[src/hw/rtl/pcts_pkg.sv]
// Shared types and constants for the counter-based task scheduler.
// Used by pcts_cell, pcts_ctrl and the top level; no dependencies.
package pcts_pkg;

    localparam int TASK_COUNT = 8;
    localparam int TASK_W     = (TASK_COUNT > 1) ? $clog2(TASK_COUNT) : 1;
    localparam int IDX_IN_W   = 3;
    localparam int CNT_W      = 16;
    localparam int PRI_W      = 8;
    localparam int IN_DATA_W  = 32;
    localparam int OUT_DATA_W = 24;

    localparam logic CMD_TICK = 1'b0;
    localparam logic CMD_LOAD = 1'b1;

    typedef enum logic [2:0] {
        ST_IDLE,
        ST_EXEC,
        ST_SCAN1,
        ST_SCAN2,
        ST_DONE
    } t_state;

    // command broadcast from the controller to every cell
    typedef struct packed {
        logic              load;
        logic              dec;
        logic              recomp;
        logic [TASK_W-1:0] idx;
        logic [CNT_W-1:0]  counter;
        logic [PRI_W-1:0]  prio;
        logic              runnable;
    } t_cell_cmd;

    // best candidate handed down the chain
    typedef struct packed {
        logic [TASK_W-1:0] idx;
        logic [CNT_W-1:0]  cnt;
    } t_cand;

    typedef logic [TASK_COUNT-1:0][CNT_W-1:0] t_cnt_vec;

endpackage

[src/hw/rtl/pcts_cell.sv]
// One task slot: counter, priority, runnable and present flags, plus the
// registered max-candidate stage of the scan chain. Depends on pcts_pkg.
module pcts_cell (
    input  logic                      i_clk,
    input  logic                      i_rst_n,
    input  logic [pcts_pkg::TASK_W-1:0] i_cell_idx,
    input  pcts_pkg::t_cell_cmd       i_cmd,
    input  pcts_pkg::t_cand           i_cand,
    output pcts_pkg::t_cand           o_cand,
    output logic [pcts_pkg::CNT_W-1:0] o_counter
);
    import pcts_pkg::*;

    logic [CNT_W-1:0] r_cnt;
    logic [PRI_W-1:0] r_pri;
    logic             r_run;
    logic             r_pres;
    t_cand            r_cand;
    t_cand            n_cand;
    logic             hit;
    logic             take_own;

    assign hit      = (i_cmd.idx == i_cell_idx);
    // strict compare: an equal count from a higher slot stays ahead
    assign take_own = r_pres && r_run && (r_cnt > i_cand.cnt);

    always_comb begin
        n_cand = i_cand;
        if (take_own) begin
            n_cand.idx = i_cell_idx;
            n_cand.cnt = r_cnt;
        end
    end

    always_ff @(posedge i_clk) begin
        if (!i_rst_n) begin
            r_cnt  <= '0;
            r_pri  <= '0;
            r_run  <= 1'b0;
            r_pres <= 1'b0;
            r_cand <= '0;
        end else begin
            r_cand <= n_cand;
            if (i_cmd.load && hit) begin
                r_cnt  <= i_cmd.counter;
                r_pri  <= i_cmd.prio;
                r_run  <= i_cmd.runnable;
                r_pres <= 1'b1;
            end else if (i_cmd.dec && hit) begin
                r_cnt <= r_cnt - CNT_W'(1);
            end else if (i_cmd.recomp && r_pres) begin
                r_cnt <= (r_cnt >> 1) + CNT_W'(r_pri);
            end
        end
    end

    assign o_cand    = r_cand;
    assign o_counter = r_cnt;

endmodule

[src/hw/rtl/pcts_ctrl.sv]
// Sequencer: takes stream words, drives loads, decrements and recomputes
// into the cells, waits for the scan chain to settle, forms the result.
// Depends on pcts_pkg.
module pcts_ctrl (
    input  logic                          i_clk,
    input  logic                          i_rst_n,
    input  logic                          s_axis_tvalid,
    output logic                          s_axis_tready,
    input  logic [pcts_pkg::IN_DATA_W-1:0] s_axis_tdata,
    input  logic                          s_axis_tuser,
    output logic                          m_axis_tvalid,
    input  logic                          m_axis_tready,
    output logic [pcts_pkg::OUT_DATA_W-1:0] m_axis_tdata,
    input  pcts_pkg::t_cand               i_best,
    input  pcts_pkg::t_cnt_vec            i_counters,
    output pcts_pkg::t_cell_cmd           o_cell_cmd
);
    import pcts_pkg::*;

    t_state              r_state;
    t_state              n_state;
    logic                r_cmd;
    logic [IDX_IN_W-1:0] r_idx;
    logic [CNT_W-1:0]    r_lcnt;
    logic [PRI_W-1:0]    r_lpri;
    logic                r_lrun;
    logic [TASK_W-1:0]   r_cur;
    logic [TASK_W-1:0]   r_prev;
    logic                r_resched;
    logic                r_recomp;
    logic                r_none;
    logic [TASK_W-1:0]   r_wait;
    logic                r_out_valid;
    logic [OUT_DATA_W-1:0] r_out_data;

    logic [CNT_W-1:0]    cur_cnt;
    logic                load_ok;
    logic                need_sched;
    logic                dec_ok;
    logic                wait_done;
    logic                found;
    logic                out_free;
    logic                fire_out;
    logic                accept;

    assign cur_cnt    = i_counters[r_cur];
    assign load_ok    = (r_idx != '0) && (int'(r_idx) < TASK_COUNT);
    assign need_sched = (r_cur == '0) || (cur_cnt <= CNT_W'(1));
    assign dec_ok     = (r_cur != '0) && (cur_cnt != '0);
    assign wait_done  = (r_wait == '0);
    assign found      = (i_best.idx != '0);
    assign out_free   = !r_out_valid || m_axis_tready;
    assign accept     = s_axis_tvalid && s_axis_tready;

    // next state
    always_comb begin
        n_state = r_state;
        unique case (r_state)
            ST_IDLE:  if (s_axis_tvalid) n_state = ST_EXEC;
            ST_EXEC: begin
                if (r_cmd == CMD_TICK && need_sched) n_state = ST_SCAN1;
                else                                 n_state = ST_DONE;
            end
            ST_SCAN1: begin
                if (wait_done) n_state = found ? ST_DONE : ST_SCAN2;
            end
            ST_SCAN2: if (wait_done) n_state = ST_DONE;
            ST_DONE:  if (out_free) n_state = ST_IDLE;
            default:  n_state = ST_IDLE;
        endcase
    end

    // outputs
    always_comb begin
        o_cell_cmd          = '0;
        o_cell_cmd.idx      = TASK_W'(r_idx);
        o_cell_cmd.counter  = r_lcnt;
        o_cell_cmd.prio     = r_lpri;
        o_cell_cmd.runnable = r_lrun;
        s_axis_tready       = 1'b0;
        fire_out            = 1'b0;
        unique case (r_state)
            ST_IDLE: s_axis_tready = 1'b1;
            ST_EXEC: begin
                if (r_cmd == CMD_LOAD) begin
                    o_cell_cmd.load = load_ok;
                end else begin
                    o_cell_cmd.dec = dec_ok;
                    o_cell_cmd.idx = r_cur;
                end
            end
            ST_SCAN1: o_cell_cmd.recomp = wait_done && !found;
            ST_SCAN2: ;
            ST_DONE:  fire_out = out_free;
            default:  ;
        endcase
    end

    always_ff @(posedge i_clk) begin
        if (!i_rst_n) begin
            r_state     <= ST_IDLE;
            r_cur       <= '0;
            r_prev      <= '0;
            r_resched   <= 1'b0;
            r_recomp    <= 1'b0;
            r_none      <= 1'b0;
            r_wait      <= '0;
            r_out_valid <= 1'b0;
        end else begin
            r_state <= n_state;
            if (accept) begin
                r_prev    <= r_cur;
                r_resched <= 1'b0;
                r_recomp  <= 1'b0;
                r_none    <= 1'b0;
            end
            unique case (r_state)
                ST_IDLE: ;
                ST_EXEC: begin
                    r_resched <= (r_cmd == CMD_TICK) && need_sched;
                    r_wait    <= TASK_W'(TASK_COUNT - 1);
                end
                ST_SCAN1: begin
                    if (!wait_done) begin
                        r_wait <= r_wait - TASK_W'(1);
                    end else if (found) begin
                        r_cur <= i_best.idx;
                    end else begin
                        r_recomp <= 1'b1;
                        r_wait   <= TASK_W'(TASK_COUNT - 1);
                    end
                end
                ST_SCAN2: begin
                    if (!wait_done)  r_wait <= r_wait - TASK_W'(1);
                    else if (found)  r_cur  <= i_best.idx;
                    else             r_none <= 1'b1;
                end
                ST_DONE: ;
                default: ;
            endcase
            if (fire_out)           r_out_valid <= 1'b1;
            else if (m_axis_tready) r_out_valid <= 1'b0;
        end
    end

    // input and result payload, no reset
    always_ff @(posedge i_clk) begin
        if (accept) begin
            r_cmd  <= s_axis_tuser;
            r_idx  <= s_axis_tdata[2:0];
            r_lcnt <= s_axis_tdata[18:3];
            r_lpri <= s_axis_tdata[26:19];
            r_lrun <= s_axis_tdata[27];
        end
        if (fire_out) begin
            r_out_data <= {1'b0, cur_cnt, r_none, r_recomp, r_resched,
                           (r_cur != r_prev), IDX_IN_W'(r_cur)};
        end
    end

    assign m_axis_tvalid = r_out_valid;
    assign m_axis_tdata  = r_out_data;

endmodule

[src/hw/rtl/priority_counter_task_scheduler_core.sv]
// Counter-based task scheduler: top level, chain of task cells plus controller.
// A load or a tick that needs no rescheduling runs no scan; a rescheduling tick
// runs one scan, then a recompute and a second scan if no runnable task is found.
// One word in flight; the scan time is set by the candidate chain crossing
// TASK_COUNT-1 cell registers. Synchronous active-low reset clears all tasks.
module priority_counter_task_scheduler_core (
    input  logic        i_clk,
    input  logic        i_rst_n,
    input  logic        s_axis_tvalid,
    output logic        s_axis_tready,
    // [2:0] task_index, [18:3] load_counter, [26:19] load_priority,
    // [27] load_runnable, [31:28] zero
    input  logic [31:0] s_axis_tdata,
    // [0] cmd
    input  logic        s_axis_tuser,
    output logic        m_axis_tvalid,
    input  logic        m_axis_tready,
    // [2:0] running_task, [3] switched, [4] rescheduled, [5] recomputed,
    // [6] none_runnable, [22:7] running_counter, [23] zero
    output logic [23:0] m_axis_tdata
);
    import pcts_pkg::*;

    t_cell_cmd cell_cmd;
    t_cand     cand [1:TASK_COUNT];
    t_cnt_vec  counters;

    assign cand[TASK_COUNT] = '0;
    // idle slot holds no counter
    assign counters[0] = '0;

    for (genvar g = 1; g < TASK_COUNT; g++) begin : g_cell
        pcts_cell u_cell (
            .i_clk      (i_clk),
            .i_rst_n    (i_rst_n),
            .i_cell_idx (TASK_W'(g)),
            .i_cmd      (cell_cmd),
            .i_cand     (cand[g+1]),
            .o_cand     (cand[g]),
            .o_counter  (counters[g])
        );
    end

    pcts_ctrl u_ctrl (
        .i_clk         (i_clk),
        .i_rst_n       (i_rst_n),
        .s_axis_tvalid (s_axis_tvalid),
        .s_axis_tready (s_axis_tready),
        .s_axis_tdata  (s_axis_tdata),
        .s_axis_tuser  (s_axis_tuser),
        .m_axis_tvalid (m_axis_tvalid),
        .m_axis_tready (m_axis_tready),
        .m_axis_tdata  (m_axis_tdata),
        .i_best        (cand[1]),
        .i_counters    (counters),
        .o_cell_cmd    (cell_cmd)
    );

endmodule

[config.mk]
export PLATFORM = sky130hd
export DESIGN_NAME = priority_counter_task_scheduler_core
export DESIGN_NICKNAME = d
export VERILOG_FILES = /design/src/hw/rtl/pcts_pkg.sv /design/src/hw/rtl/pcts_cell.sv /design/src/hw/rtl/pcts_ctrl.sv /design/src/hw/rtl/priority_counter_task_scheduler_core.sv
export SDC_FILE = /design/constraint.sdc
export NUM_CORES = 1
export LEC_CHECK = 0
export BUFFER_PORTS_ARGS = -buffer_cell sky130_fd_sc_hd__buf_2
export CAP_MARGIN = 20
export CORE_MARGIN = 2
export CORE_UTILIZATION = 52
export CTS_CLUSTER_DIAMETER = 200
export DETAILED_ROUTE_END_ITERATION = 7
export PLACE_DENSITY = 0.7
export SKIP_CTS_REPAIR_TIMING = 1
export SLEW_MARGIN = 20
export SYNTH_ARGS = -nofsm -noshare
export SYNTH_HDL_FRONTEND = slang
export SYNTH_SLANG_ARGS = --single-unit
export TNS_END_PERCENT = 30
[constraint.sdc]
create_clock -name i_clk -period 3.3 [get_ports i_clk]
set_input_delay 0.66 -clock i_clk [delete_from_list [all_inputs] [get_ports i_clk]]
set_output_delay 0.66 -clock i_clk [all_outputs]
set_load 0.05 [all_outputs]
==> flow_summary.toml, run 1 <==
[run_status]
outcome = "complete, no violations"

[route]
num_vias = 22420
ant_nets = 0
routed_via_density = 6.213
wl_per_cell_um = 23.38
routed_wl_um = 84380
drt-initial-drc-count = 2451
firstDrtPassIters = 6
drc = 0

[floorplan]
die_x_um = 214.7
die-area_um2 = 46080
io_pins = 63
fp.dieH_um = 214.7
initial_utilization_pct = 52.41
fp-row-count = 77
core_um2 = 44030

[cts]
tritoncts = "yes"
root_buffer = "clkbuf_16"
htree_levels = 2
clkTransAtPathRegs_ns = 0.06
cts.sinks = 364
cts_buffer_depth = 3
clk-insertion-delay-late_ns = 0.58
cts_buffers = 42

[cells_and_area]
final_util_pct = 60.63
antenna_cells = 0
regArea_um2 = 7815
drive_gt1_share_pct = 14.35
final_common_cell = "nand2_1"
fillCellCount = 3926
final_area_um2 = 26690
nets = 3190
multi_input_area_um2 = 13930
layout_common_cells = "nand2_1 (382), dfxtp_1 (310), nor2_1 (252)"
areaGrowthSynthToFinish_pct = 15.68

[synthesis]
netlist.area_leader.share_pct = 27.07
ys_warn_count = 0
ys.flop_type = "dfxtp_1"
synth_top_cell_by_area = "dfxtp_1"
synth-seq-area-share_pct = 33.83
syn_nets = 3042
synth_cells = 2837
netlist_area_um2 = 23080
synthArstFlopShare_pct = 0
syn_avg_cell_area_um2 = 8.134
ys_ff_latch = 364
synth_edf_count = 52
synth.area.top_cells = "dfxtp_1 (27%), ha_1 (8.7%), edfxtp_1 (6.8%)"
ys_types = 84

[global_routing]
grt_overflow = 0
antenna_found_initial = 1
grt_first_pass_wirelength_um = 126700
track_usage_pct = 35.95
grt_max_degree = 80
first_global_vias = 20990

[hold_path]
min_from = "s_axis_tdata[3]"
worstHoldPathType = "input port to flip-flop"

[critical_path]
critPathArrivalTime_ns = 3.73
critical_path_class = "flip-flop to flip-flop"
crit_start = "u_ctrl.r_cur[0]$_SDFFE_PN0P_"
worst_ep_required_time_ns = 3.77
reg2reg_slack_ns = 0.04
path_max_fanout = 11
crit_cells = 13
crit_end = "g_cell[3].u_cell.o_counter[10]$_SDFFE_PN0P_"
r2r.worst_path.cells = 13
rr_endpoint = "g_cell[3].u_cell.o_counter[10]$_SDFFE_PN0P_"
reg2reg_from = "u_ctrl.r_cur[0]$_SDFFE_PN0P_"
cpMaxStageDelayCell = "mux2i_1"
cpPeakStageDelay_ns = 0.51
start_kind = "flip-flop"
cp_top_family = "buffers and inverters"
crit_chain = "buf_4, mux2i_1, a221oi_2, buf_4, nor4b_4, buf_4, a31oi_4, buf_6, a221o_1, buf_12, nand2_1, a31oi_1, o21a_1"
endpoint_kind = "flip-flop"
cp_common_cell = "buf_4"
crit_buf_inv = 5

[power_and_ir_drop]
share_comb_of_total_power_pct = 15.6
p_sw_mw = 3.797
cellPowerDensity_nw_per_um2 = 448.4
p_int_mw = 8.173
power_leakage_nw = 10.92
power_frac_clock_pct = 39.7
irDropWorstVdd_v = 0.0004390
p_sw_share_pct = 31.72
pwr-share-seq_pct = 44.7

[sta]
rsz0062_at_grt = "yes"
skew_ns = 0.01942
period_share_pct = 98.74
finalHoldViolCount = 0
setup-violations-final = 0
maxSlewViolCount = 0
fin_tns_setup_ns = 0
post-route-min-period_ns = 3.259
worst_pin_slew_ns = 1.087
slew_headroom_pct = 27.53
fmax_mhz = 306.9

[placed_design]
port_buffers = 57
place.detailed.hpwl_um = 62010
place_area_um2 = 25200
gp_congestion = 0.9604

[run]
drv_cap = 0
state kept, by name, indices dropped and copies added (netlist names):
register,count
u_ctrl.r_lcnt,16
g_cell.u_cell.r_run,7
u_ctrl.r_cur,3
u_ctrl.r_resched,1
g_cell.u_cell.o_counter,112
u_ctrl.r_idx,3
u_ctrl.r_lrun,1
u_ctrl.r_prev,3
u_ctrl.r_state,3
u_ctrl.r_recomp,1
g_cell.u_cell.r_pres,7
u_ctrl.r_lpri,8
u_ctrl.m_axis_tvalid,1
u_ctrl.r_wait,3
g_cell.u_cell.r_pri,56
g_cell.u_cell.o_cand,114
u_ctrl.m_axis_tdata,23
u_ctrl.r_none,1
u_ctrl.r_cmd,1
final cells by class:
cell class / count / share of cell area (%)
Clock buffer: 53 / 4.523
Clock inverter: 23 / 0.7078
Inverter: 164 / 2.325
Multi-Input combinational cell: 2122 / 52.19
Sequential cell: 364 / 29.28
Tap cell: 592 / 2.775
Timing Repair Buffer: 291 / 8.202
worst min-delay path by stage:
stage | slack (ns) | to | depth (start not counted)
final | 0.26 | u_ctrl.r_lcnt[0]$_DFFE_PP_ | 1
after global routing | 0.26 | u_ctrl.r_lcnt[13]$_DFFE_PP_ | 1
after detailed placement | 0.42 | u_ctrl.m_axis_tdata[5]$_DFFE_PP_ | 0
after CTS | 0.24 | u_ctrl.r_lcnt[0]$_DFFE_PP_ | 1
after floorplan | 0.39 | g_cell[4].u_cell.o_cand[16]$_SDFF_PP0_ | 2
after global placement | 0.42 | g_cell[6].u_cell.o_cand[16]$_SDFF_PP0_ | 2
logic make-up (layout without fill, tap and decap cells):
logic type                 Yosys count  in the layout  synth area share, %
buffers and inverters              351            531                6.121
adders and majority gates          168            168                9.337
other                                1              1              0.01625
muxes                              146            146                6.962
xor gates and xnor gates           121            121                4.593
AOI/OAI and AO/OA                  706            706                19.89
DFF                                364            364                33.83
and+or+nand+nor                    980            980                19.24
power groups by stage:
stage	clock, mW	combinational (mW)	sequential [mW]
after floorplan	0	1.23	5.07
after global routing	4.93	2.04	5.32
after CTS	4.79	1.84	5.31
final	4.75	1.87	5.35
after detailed placement	0	1.82	5.40
after global placement	0	1.78	5.40
cell usage after synthesis (all sizes together), types with 9 or more instances:
cell type	instances
a211oi	48
a21boi	9
a21o	36
a21oi	215
a221oi	14
a22oi	15
a31oi	35
and2	29
and3	20
buf	57
clkbuf	130
dfxtp	312
edfxtp	52
ha	161
inv	164
mux2	23
mux2i	114
mux4	9
nand2	384
nand2b	12
nand3	85
nand4	26
nor2	254
nor2b	34
nor3	55
nor4	27
o211ai	27
o21a	41
o21ai	128
o22ai	23
o31a	10
o31ai	19
o32ai	18
or2	9
or3	23
or4	10
xnor2	77
xor2	44
per-layer routing:
| metal | GRT usage (%) | wire length (µm) | share of wire (%) | vias up |
|---|---|---|---|---|
| met2 | 55.55 | 36520 | 43 | 1206 |
| li1 | - | - | - | 10330 |
| met5 | 0 | 8 | 0.0095 | - |
| met4 | 23.19 | 6245 | 7.4 | 2 |
| met1 | 47.26 | 34170 | 40 | 10610 |
| met3 | 5.064 | 7431 | 8.8 | 280 |
per-stage QoR:
step / power, mW / cells / hold WS (ns) / setup WS (ns)
5_1_grt: 12.30 / 3609 / 0.2573 / -0.01244
3_3_place_gp: 7.184 / 3528 / 0.4187 / 0.009813
3_5_place_dp: 7.225 / 3528 / 0.4201 / 0.005537
4_1_cts: 11.93 / 3604 / 0.2385 / -0.02361
6_report: 11.97 / 3609 / 0.2629 / 0.04142
2_1_floorplan: 6.299 / 2837 / 0.3936 / 0.1817
Note: power is estimated with default switching activity, not from simulation.
==> run 2: changes to the inputs <==
CORE_ASPECT_RATIO = 0.6   (was default)
==> run 2 against run 1 <==
Effect of this change:
- the run now ends with setup timing left
- register-to-register slack lost 0.07 ns
- fmax shrank 2.0%
- flip-flop and latch count is the same
- highest routed layer unchanged
==> flow_summary.toml, run 2 (synthesis gave the netlist of run 1 again) <==
[placed_design]
port_buffers = 57
place.detailed.hpwl_um = 63780
post-place-ws_ns = -0.2129
place_area_um2 = 25090
gp_congestion = 1.034

[cells_and_area]
layout_common_cells = "nand2_1 (379), dfxtp_1 (307), nor2_1 (251)"
final_util_pct = 61.38
areaGrowthSynthToFinish_pct = 15.85
final_area_um2 = 26730
drive_gt1_share_pct = 14.95
final_common_cell = "nand2_1"
fillCellCount = 3790
nets = 3181
largest_register_ffs = 114

[power_and_ir_drop]
power_frac_clock_pct = 38.5
p_sw_mw = 3.813
irDropWorstVdd_v = 0.0006285
power_leakage_nw = 10.88
pwr-share-seq_pct = 45.5
p_int_mw = 8.054
share_comb_of_total_power_pct = 16.0
cellPowerDensity_nw_per_um2 = 443.9
p_sw_share_pct = 32.13

[route]
firstDrtPassIters = 6
drt-initial-drc-count = 2974
drc = 0
ant_nets = 0
num_vias = 22850
wl_met1_um = 36950
routed_via_density = 6.377
wl_met2_um = 33620
routed_wl_um = 86630
routed.top_layer = "met5"
wl_met3_um = 13100
wl_per_cell_um = 24.18

[sta]
maxSlewViolCount = 0
slew_headroom_pct = 21.35
post-route-min-period_ns = 3.326
worst_pin_slew_ns = 1.180
holdWs_ns = 0.2759
finalWorstSetupSlack_ns = -0.02582
fmax_mhz = 300.7
rsz0062_at_grt = "yes"
setup-violations-final = 1
finalHoldViolCount = 0
fin_tns_setup_ns = -0.02582
skew_ns = 0.01673
period_share_pct = 100.8

[cts]
root_buffer = "clkbuf_16"
tritoncts = "yes"
cts.sinks = 364
htree_levels = 2
clkTransAtPathRegs_ns = 0.07
clk-insertion-delay-late_ns = 0.55
cts_buffer_depth = 3
cts_buffers = 38

[floorplan]
die_x_um = 276.0
fp-row-count = 59
die-area_um2 = 46130
core_um2 = 43550
initial_utilization_pct = 52.98
io_pins = 63
fp.dieH_um = 167.2

[critical_path]
start_kind = "flip-flop"
critPathArrivalTime_ns = 3.77
worst_ep_required_time_ns = 3.74
path_max_fanout = 18
endpoint_kind = "flip-flop"
critical_path_class = "flip-flop to flip-flop"

[global_routing]
antenna_found_initial = 3
track_usage_pct = 36.77
grt_max_degree = 99
grt_first_pass_wirelength_um = 128300
grt_overflow = 0
first_global_vias = 20610

[run_status]
violations = "setup timing"
outcome = "finished, violations left"

[hold_path]
worstHoldPathType = "input port to flip-flop"

[run]
drv_cap = 0
-- run 2: routing by layer --
layer	vias up	global-route usage (%)
li1	10340	-
met1	10800	54.95
met2	1525	49.02
met3	179	12.29
met4	4	10.85
met5	-	2.947
-- run 2: worst paths after layout --
path	from	end	slack, ns	cells after the start
setup reg to reg	u_ctrl.r_cur[0]$_SDFFE_PN0P_	g_cell[3].u_cell.o_counter[10]$_SDFFE_PN0P_	-0.03	12
setup / recovery	u_ctrl.r_cur[0]$_SDFFE_PN0P_	g_cell[3].u_cell.o_counter[10]$_SDFFE_PN0P_	-0.03	12
hold / removal	s_axis_tdata[21]	u_ctrl.r_lpri[2]$_DFFE_PP_	0.28	1
hold reg to reg	g_cell[5].u_cell.o_cand[16]$_SDFF_PN0_	g_cell[4].u_cell.o_cand[16]$_SDFF_PP0_	0.42	2
-- run 2: power groups by stage --
stage / Sequential, mW / Clock [mW] / Combinational, mW
2_1_floorplan: 5.07 / 0 / 1.23
3_3_place_gp: 5.43 / 0 / 1.78
3_5_place_dp: 5.43 / 0 / 1.82
4_1_cts: 5.33 / 4.58 / 1.84
5_1_grt: 5.37 / 4.77 / 2.06
6_report: 5.40 / 4.57 / 1.90
-- run 2: cell type report --
| class | count | area, µm² | share of cell area (%) |
|---|---|---|---|
| multi-input combinational | 2122 | 14110 | 52.77 |
| sequential | 364 | 7819 | 29.25 |
| timing repair buffer | 286 | 2167 | 8.106 |
| clock buffer | 54 | 1145 | 4.282 |
| tap | 579 | 724.4 | 2.710 |
| inverter | 164 | 620.6 | 2.321 |
| clock inverter | 13 | 147.6 | 0.5523 |
| antenna | 1 | 2.502 | 0.009360 |
-- run 2: stage by stage --
| stage | instances | total power [mW] |
|---|---|---|
| floorplan | 2837 | 6.299 |
| global placement | 3506 | 7.210 |
| detailed placement | 3506 | 7.254 |
| CTS | 3573 | 11.75 |
| global route | 3582 | 12.19 |
| finish | 3583 | 11.87 |
-- run 2: worst max-delay path, cell delays in order (launching register included) --
cell and delay [ns]:
dfxtp_4 0.43, buf_4 0.31, mux2i_1 0.42, a22oi_1 0.18
o22ai_1 0.18, nor4b_4 0.31, buf_4 0.19, a31oi_4 0.10
buf_12 0.18, and2_0 0.27, a21oi_1 0.27, o221ai_1 0.17
o21a_1 0.20
